[config.mk]
export PLATFORM = sky130hd
export DESIGN_NAME = trie_ram
export DESIGN_NICKNAME = d
export VERILOG_FILES = /design/src/rtl/trie_ram.sv
export SDC_FILE = /design/constraint.sdc
export NUM_CORES = 1
export LEC_CHECK = 0
export ABC_AREA = 1
export BUFFER_PORTS_ARGS = -buffer_cell sky130_fd_sc_hd__buf_2
export CELL_PAD_IN_SITES_DETAIL_PLACEMENT = 2
export CELL_PAD_IN_SITES_GLOBAL_PLACEMENT = 2
export CORE_MARGIN = 1
export CORE_UTILIZATION = 41
export DETAILED_ROUTE_END_ITERATION = 16
export PLACE_DENSITY = 0.81
export SYNTH_ARGS = -nofsm -noshare
export SYNTH_HDL_FRONTEND = slang
export SYNTH_SLANG_ARGS = --single-unit
[constraint.sdc]
create_clock -name clock -period 1.2 [get_ports clock]
set_clock_uncertainty 0.05 [all_clocks]
set_input_delay 0.12 -clock clock [delete_from_list [all_inputs] [get_ports clock]]
set_output_delay 0.12 -clock clock [all_outputs]
set_load 0.02 [all_outputs]
[src/rtl/trie_ram.sv]
`default_nettype none

module trie_ram #(
   parameter int DATA_BITS = 8,
   parameter int ADDR_BITS = 4
) (
   input  wire logic                 clock,
   input  wire logic                 wr_en,
   input  wire logic [ADDR_BITS-1:0] wr_addr,
   input  wire logic [DATA_BITS-1:0] wr_data,
   input  wire logic                 rd_en,
   input  wire logic [ADDR_BITS-1:0] rd_addr,
   output logic      [DATA_BITS-1:0] rd_data
);

   logic [DATA_BITS-1:0] mem [2**ADDR_BITS];

   always_ff @(posedge clock) begin
      if (wr_en) begin
         mem[wr_addr] <= wr_data;
      end
      if (rd_en) begin
         rd_data <= mem[rd_addr];
      end
   end

endmodule

`default_nettype wire

==> results of run 1 <==
==> timing repair <==
| item | in CTS | in global routing |
|---|---|---|
| setup buffers | 0 | 0 |
| setup endpoints to repair | 10 | 11 |
| gates cloned | 0 | 0 |
| resized for setup | 50 | 16 |
| pin swaps | 9 | 11 |
| hold buffers | 0 | 0 |
==> path summary, 6_finish.rpt <==
kind | start | endpoint | slack (ns) | cells after the start
min reg2reg | mem[14][3] | rd_data[3] | 0.76 | 6
min | rd_en | rd_data[2] | 0.02 | 1
max reg2reg | mem[3][5] | rd_data[5] | -0.04 | 6
max | mem[3][5] | rd_data[5] | -0.04 | 6
==> where the power goes <==
part           leakage [nW]  internal [W]  switching [W]
Sequential             1.24       0.00535      0.0000418
Combinational          1.56      0.000261       0.000645
Clock                 0.321       0.00388        0.00209
Total                  3.11       0.00949        0.00278
==> state kept, by name, summed over array words and instances, names as in the netlist <==
| register | flops |
|---|---|
| mem | 128 |
| rd_data | 8 |
==> kinds of logic after synthesis <==
kind of cell	count (synthesis)	synth area share (%)
buf+inv	126	9.39
flops	136	69.8
simple gates	289	20.8
==> through the flow <==
stage	instances	setup WS [ns]	area [um^2]	setup TNS, ns
6_report	794	-0.0371	7250	-0.129
5_1_grt	793	-0.0863	7250	-0.493
4_1_cts	793	-0.0180	7180	-0.0322
3_5_place_dp	761	-0.314	6320	-2.89
3_3_place_gp	761	-0.204	6320	-1.15
2_1_floorplan	551	0.0792	5850	0
==> synth_stat cells <==
| cell type | count |
|---|---|
| nand2_1 | 173 |
| edfxtp_1 | 136 |
| inv_1 | 100 |
| nand3_1 | 97 |
| nor2_1 | 17 |
| buf_2 | 13 |
| buf_6 | 6 |
| buf_4 | 4 |
| inv_2 | 2 |
| nand3b_1 | 2 |
| buf_1 | 1 |
==> metal layers <==
layer  vias up  routed length [um]  track usage [%]
li1       1883                   -                -
met1      2216                8480             38.1
met2       162               10500             51.5
met3        45                1010             6.58
met4         0                 717             13.1
met5         -                   0                0
==> critical path, stage by stage (launching register included) <==
cell      delay, ns
edfxtp_1       0.38
nand2_1        0.10
nand2_1        0.07
nand2_2        0.09
nand3_2        0.12
nand3_2        0.09
nand2_2        0.08
==> area by class of cell <==
type / count / area share, %
inverters: 102 / 5.28
clock buffers: 18 / 5.92
clock inverters: 14 / 3.16
flip-flops and latches: 136 / 56.3
well taps: 180 / 3.11
multi-input cells: 289 / 20.2
repair buffers: 54 / 5.99
diodes: 1 / 0.0345
==> results.yml, run 1 <==
clocking:
  cts-buffers-inserted: 17
  insertion_delay_ns: 0.43
  cts.sinks: 136
  cts_tree: "done"
  htreeDepth: 4
  clock_path_buffers: 2
  clk_pin_slew_ns: 0.06
  cts_root_buf: "clkbuf_16"
global_route:
  track_usage_pct: 30.7
  grt_max_degree: 50
  grt_pass1_wl_mm: 31.0
  grt-ovfl-total: 0
  antenna_found_initial: 0
  first_global_vias: 4857
layout:
  area_delta_synth_final_pct: 24.0
  finish.utilization_pct: 52.2
  final_common_cell: "nand2_1"
  final_cell_mix: "160 x nand2_1, 136 x edfxtp_1, 95 x inv_1, 58 x nand3_1, 37 x nand3_2"
  final_nets: 619
  final_layout_size_suffix_gt1_share_pct: 23.3
  regArea_um2: 4080
  multiInputGateArea_um2: 1460
  nFillCells: 1395
yosys:
  syn_inst: 551
  synth_area_leaders: "edfxtp_1 70%, nand2_1 11%, nand3_1 8.3%, inv_1 6.4%, buf_6 1.2%"
  synthesis.nets: 570
  ys_seq_elements: 136
  synth_top_area_cell: "edfxtp_1"
  synth_area_per_cell_um2: 10.6
  synth_top_cell_area_share_pct: 69.8
  syn_area_um2: 5850
  synth_seq_area_share_pct: 69.8
  synth_cell_type_count: 11
  yosys_warnings: 0
routing:
  wl_mm: 20.7
  via_count: 4306
  drt_iter0_markers: 335
  viasPerCell: 5.42
  postRouteAntennaNets: 0
  drc_errors: 0
  wl_per_cell_um: 26.1
  dr.pass1.iters: 5
place:
  hpwl_mm: 12.4
  place_congestion: 0.760
  numPortBuffers: 26
sta:
  period_share_pct: 103
  max_freq_mhz: 808
  min_period_ns: 1.24
  layout_setup_ws_ns: -0.0371
  timing.hold.ws_ns: 0.0157
  hold_viol_final: 0
  slew_headroom_pct: 68.8
  rsz0062_at_grt: "yes"
  finalSetupViolations: 7
  worstMarginPinSlew_ns: 0.468
  slew_violations: 0
setup_path:
  crit_path_end_kind: "flip-flop"
  arrival_ns: 1.36
  worstSetupPathType: "flip-flop to flip-flop"
  required_ns: 1.33
  cp_max_fo: 1
  crit_path_start_kind: "flip-flop"
die:
  start_util_pct: 42.1
  die_h_um: 121
  ios: 27
  core-area_um2: 13900
  dieArea_um2: 14700
  die_x_um: 121
  row_count: 43
run:
  cap_viol_max_count: 0
pwr:
  power.leakage_nw: 3.11
  p_total_w: 0.0123
  ir_worst_vdd_mv: 1.09
  p_per_area_nw_per_um2: 1690
outcome:
  status: "complete, but fails checks"
  violations: "negative setup slack"
hold_path:
  min_path_type: "input port to flip-flop"
No activity file was read; power rests on OpenSTA's default activity.
==> run 2: changes to the inputs <==
Settings changed: ABC_AREA 1 to 0, CORE_UTILIZATION 41 to 24, PLACE_DENSITY 0.81 to 0.47, SETUP_SLACK_MARGIN set to 0.5.
==> run 2 against run 1 <==
The flow still finishes with violations (negative setup slack). Power shrank 4.1%. Hold slack improved by 0.018 ns. Synthesized cell count decreased by 58%. First-iteration DRC count is 50% lower. Largest power group unchanged.
==> results.yml, run 2 <==
layout:
  antenna_cells: 0
  final_cell_mix: "136 x edfxtp_1, 32 x mux4_2, 27 x buf_12, 17 x clkbuf_16"
  finish.utilization_pct: 33.9
  reg_top3: "mem (128), rd_data (8)"
  final_nets: 331
  area_delta_synth_final_pct: 37.6
  nFillCells: 2093
  final_layout_size_suffix_gt1_share_pct: 51.2
  largest_register: "mem"
  largest_reg_flops: 128
  final_common_cell: "edfxtp_1"
  final_cells: 599
yosys:
  synth_area_per_cell_um2: 22.8
  synth_cell_type_count: 18
  synth_top_cell_area_share_pct: 78.1
  yosys_warnings: 0
  synthSimpleGateAreaFrac_pct: 3.14
  synthAdderAreaFrac_pct: 0
  synthArstFlopShare_pct: 0
  syn_area_um2: 5230
  synth-edff-count: 136
  syn_inst: 229
  ys_seq_elements: 136
  synth_xor_area_share_pct: 0
  synth.most_common_cell: "edfxtp_1"
  synth_top_area_cell: "edfxtp_1"
  synthMuxAreaShare_pct: 14.8
  netlist_top_cells_count: "136 x edfxtp_1, 18 x mux4_2, 16 x a22oi_1, 14 x mux4_1, 13 x nor2_1"
  synth_compound_area_share_pct: 2.30
  synth_seq_area_share_pct: 78.1
  ys.flop_type: "edfxtp_1"
  synth_top_family_by_area: "multiplexers"
  synthesis.nets: 248
  synth_area_leaders: "edfxtp_1 78%, mux4_2 7.8%, mux4_1 7.0%, a22oi_1 2.3%, nor2_1 0.93%"
clocking:
  insertion_delay_ns: 0.42
  cts_tree: "done"
  clock_path_buffers: 2
  clk_pin_slew_ns: 0.06
  htreeDepth: 4
  cts_root_buf: "clkbuf_16"
  cts.sinks: 136
  cts-buffers-inserted: 17
  cts_hold_buf: 0
setup_path:
  rr_worst_depth: 4
  regToRegSetupSlack_ns: -0.35
  slowest_delay_ns: 0.49
  crit_cells: 4
  rr_startpoint: "mem[3][0]"
  worstSetupPathType: "flip-flop to flip-flop"
  crit_path_end_kind: "flip-flop"
  cp_max_fo: 1
  crit_path_start_kind: "flip-flop"
  slowest_stage: "mux4_2"
  path_cells: "mux4_2 -> a22oi_2 -> buf_4 -> nand2_2"
  r2r-end: "rd_data[0]"
  crit_family: "multiplexers"
  crit_buf_inv: 1
  arrival_ns: 1.67
  required_ns: 1.32
die:
  dieArea_um2: 22400
  row_count: 53
  die_x_um: 150
  ios: 27
  start_util_pct: 24.6
  die_h_um: 150
  core-area_um2: 21200
sta:
  layout_setup_ws_ns: -0.350
  max_freq_mhz: 645
  finalSetupViolations: 10
  rsz0062_at_grt: "yes"
  period_share_pct: 129
  min_period_ns: 1.55
  hold_viol_final: 0
  slew_violations: 0
  slew_headroom_pct: 36.1
  worstMarginPinSlew_ns: 0.954
place:
  place_congestion: 0.655
  numPortBuffers: 26
  hpwl_mm: 8.85
  placedCellCount: 566
routing:
  wl_per_cell_um: 21.8
  postRouteAntennaNets: 0
  viasPerCell: 4.35
  via_count: 2606
  drt_iter0_markers: 169
  wl_mm: 13.1
  dr.pass1.iters: 4
  drc_errors: 0
pwr:
  ir_worst_vdd_mv: 1.12
  p_per_area_nw_per_um2: 1640
  power.leakage_nw: 2.36
global_route:
  grt-ovfl-total: 0
  first_global_vias: 3014
  antenna_found_initial: 0
  track_usage_pct: 13.2
  grt_pass1_wl_mm: 19.9
  grt_max_degree: 19
hold_path:
  min_to: "mem[12][5]"
  min_path_cells: 1
  min-delay-start: "wr_data[5]"
  min_path_type: "input port to flip-flop"
outcome:
  violations: "negative setup slack"
  status: "complete, but fails checks"
run:
  cap_viol_max_count: 0
==> run 2: per-layer routing <==
layer / part of all wire, % / wire length (um) / GRT usage [%] / vias up
met3: 3.1 / 401 / 2.80 / 16
met4: 1.8 / 233 / 5.82 / 0
met1: 44 / 5740 / 16.6 / 1410
met5: 0 / 0 / 0 / -
met2: 51 / 6710 / 21.7 / 46
li1: - / - / - / 1134
==> run 2: logic make-up after synthesis <==
| family | Yosys count |
|---|---|
| flip-flops | 136 |
| AND/OR/NAND/NOR | 35 |
| multiplexers | 32 |
| AO/OA/AOI/OAI | 16 |
| buffers and inverters | 10 |
==> run 2: area by class of cell <==
| cell class | count | area, um^2 | share of cell area (%) |
|---|---|---|---|
| clock inverters | 14 | 206 | 2.87 |
| clock buffers | 17 | 425 | 5.92 |
| well taps | 275 | 344 | 4.79 |
| multi-input cells | 83 | 1210 | 16.9 |
| repair buffers | 74 | 916 | 12.7 |
| flip-flops and latches | 136 | 4080 | 56.8 |
==> run 2: through the flow <==
step           cell area (um^2)  TNS, ns  total power [W]  hold WS (ns)  worst slack (ns)
6_report                   7190    -2.32           0.0118        0.0335            -0.350
5_1_grt                    7190    -2.89           0.0122        0.0268            -0.391
4_1_cts                    7190    -2.52           0.0119        0.0182            -0.373
3_5_place_dp               6420   -22.07          0.00624         0.475            -0.632
3_3_place_gp               6420   -20.00          0.00622         0.458            -0.601
2_1_floorplan              5380    -2.39          0.00583         0.169            -0.170
==> run 2: worst register-to-register path, delay by kind of cell, from the launching register on <==
kind	cells	cell delay (ns)
mux	1	0.49
flops	1	0.37
compound gates	1	0.20
buf+inv	1	0.14
simple gates	1	0.04
==> run 2: report_power, final <==
| group | internal, W | leakage, nW | total [W] | switching [W] |
|---|---|---|---|---|
| clock | 0.00365 | 0.306 | 0.00558 | 0.00193 |
| sequential | 0.00535 | 1.24 | 0.00539 | 0.0000368 |
| combinational | 0.000391 | 0.821 | 0.000795 | 0.000403 |
| total | 0.00940 | 2.36 | 0.0118 | 0.00237 |
==> run 2: worst max-delay path by stage <==
stage / to / slack (ns) / from
after global routing: rd_data[0] / -0.39 / mem[3][0]
after global placement: rd_data[6] / -0.60 / rd_addr[0]
after CTS: rd_data[0] / -0.37 / mem[3][0]
after detailed placement: rd_data[1] / -0.63 / rd_addr[0]
after floorplan: rd_data[1] / -0.17 / rd_addr[0]
final: rd_data[0] / -0.35 / mem[3][0]
==> run 2: what timing repair did <==
item | in CTS | in global routing
pin swaps | 7 | 4
resized for setup | 36 | 0
buffers inserted | 2 | 0
cloned | 0 | 0
setup endpoints to repair | 144 | 144
==> run 3: changes to the inputs <==
Settings changed: REMOVE_ABC_BUFFERS set to 1.
==> run 3 against run 2 <==
The flow still finishes with violations (negative setup slack). Largest cell class unchanged. Power is 12% lower. Final cell count down 2.8%. Critical path depth down 1. Clock power down 23%. Largest power group is now sequential cells. Global-route usage decreased by 1.3 points. Fmax grew 8.2%.
==> results.yml, run 3 (synthesis results as in run 2) <==
outcome:
  status: "complete, but fails checks"
  violations: "negative setup slack"
layout:
  final_cell_mix: "136 x edfxtp_1, 32 x mux4_2, 21 x buf_6, 17 x clkbuf_16, 14 x buf_2"
  final_common_cell: "edfxtp_1"
  largest_register: "mem"
  regArea_um2: 4080
  final_nets: 317
  final_layout_size_suffix_gt1_share_pct: 47.6
  largest_reg_flops: 128
  finish.utilization_pct: 32.0
  area_delta_synth_final_pct: 29.8
  nFillCells: 2093
  final_cells: 582
  reg_top3: "mem (128), rd_data (8)"
  multiInputGateArea_um2: 1220
  stdcell_area_um2: 6790
  antenna_cells: 0
global_route:
  antenna_found_initial: 0
  first_global_vias: 2863
  track_usage_pct: 11.8
  grt_pass1_wl_mm: 18.2
  grt_max_degree: 19
  grt-ovfl-total: 0
clocking:
  cts.sinks: 136
  htreeDepth: 4
  cts-buffers-inserted: 17
  insertion_delay_ns: 0.41
  cts_root_buf: "clkbuf_16"
  clk_pin_slew_ns: 0.06
  cts_tree: "done"
  cts_hold_buf: 0
  clock_path_buffers: 2
routing:
  dr.pass1.iters: 4
  wl_per_cell_um: 20.6
  wl_mm: 12.0
  via_count: 2525
  drt_iter0_markers: 160
  postRouteAntennaNets: 0
  viasPerCell: 4.34
  drc_errors: 0
setup_path:
  worstSetupPathType: "flip-flop to flip-flop"
  crit_path_start_kind: "flip-flop"
  crit_cells: 3
  required_ns: 1.31
  slowest_stage: "mux4_2"
  critPathCapture: "rd_data[7]"
  r2r-end: "rd_data[7]"
  crit_start: "mem[11][7]"
  path_cells: "mux4_2 -> a22oi_2 -> nand2_1"
  regToRegSetupSlack_ns: -0.23
  arrival_ns: 1.55
  rr_worst_depth: 3
  slowest_delay_ns: 0.48
  crit_path_end_kind: "flip-flop"
  cp_max_fo: 1
  rr_startpoint: "mem[11][7]"
  crit_family: "multiplexers"
  crit_buf_inv: 0
pwr:
  p_per_area_nw_per_um2: 1530
  ir_worst_vdd_mv: 0.690
  power.leakage_nw: 2.18
sta:
  period_share_pct: 119
  layout_setup_ws_ns: -0.232
  slew_violations: 0
  worstMarginPinSlew_ns: 0.893
  max_freq_mhz: 698
  timing.hold.ws_ns: 0.0396
  hold_viol_final: 0
  rsz0062_at_grt: "yes"
  min_period_ns: 1.43
  finalSetupViolations: 9
  slew_headroom_pct: 40.4
die:
  die_h_um: 150
  die_x_um: 150
  core-area_um2: 21200
  dieArea_um2: 22400
  start_util_pct: 24.6
  ios: 27
  row_count: 53
hold_path:
  min_path_type: "input port to flip-flop"
run:
  cap_viol_max_count: 0
place:
  place_congestion: 0.663
  placedCellCount: 550
  hpwl_mm: 7.94
  dp_slack_ns: -0.534
  postPlaceCellArea_um2: 5920
  numPortBuffers: 26
==> run 3: cell types whose count changed in the layout (fill, tap and decap cells not counted), sizes merged <==
cell / change
buf: -14
bufinv: -5
clkbuf: +3
clkinv: +1
clkinvlp: -2
==> run 3: per-layer routing <==
metal / wire length (um) / global-route usage (%)
met1: 5410 / 15.3
met2: 6010 / 18.6
met3: 320 / 3.08
met4: 271 / 5.46
met5: 0 / 0
==> run 3: area by class of cell <==
| cell class | count | share of cell area, % |
|---|---|---|
| multi-input combinational | 83 | 18.0 |
| tap | 275 | 5.07 |
| timing repair buffer | 60 | 9.79 |
| sequential | 136 | 60.2 |
| clock buffer | 20 | 6.44 |
| clock inverter | 8 | 0.535 |
==> run 3: stage by stage <==
step                total power (W)  setup TNS, ns
floorplan                   0.00571         -13.52
global placement            0.00606         -19.69
detailed placement          0.00608         -21.53
CTS                          0.0105          -2.00
global route                 0.0108          -2.28
finish                       0.0104          -1.75
==> run 3: how the worst min path moves through the flow <==
stage	to	from	depth (start not counted)
after floorplan	mem[0][0]	wr_data[0]	0
after global placement	mem[4][5]	wr_data[5]	1
after detailed placement	rd_data[7]	rd_en	1
after CTS	rd_data[7]	rd_en	1
after global routing	rd_data[7]	rd_en	1
final	rd_data[0]	rd_en	1
==> run 3: power breakdown <==
| group | leakage [nW] | total [W] | internal [W] | switching [W] |
|---|---|---|---|---|
| Sequential | 1.24 | 0.00540 | 0.00536 | 0.0000387 |
| Clock | 0.237 | 0.00429 | 0.00254 | 0.00176 |
| Combinational | 0.706 | 0.000715 | 0.000337 | 0.000378 |
==> run 3: timing repair <==
item                                    in CTS  in global routing
endpoints found under the setup margin     144                144
buffers inserted                             4                  0
gates resized for setup                     94                 26
gates cloned                                 0                  0
pin swaps                                   18                 14
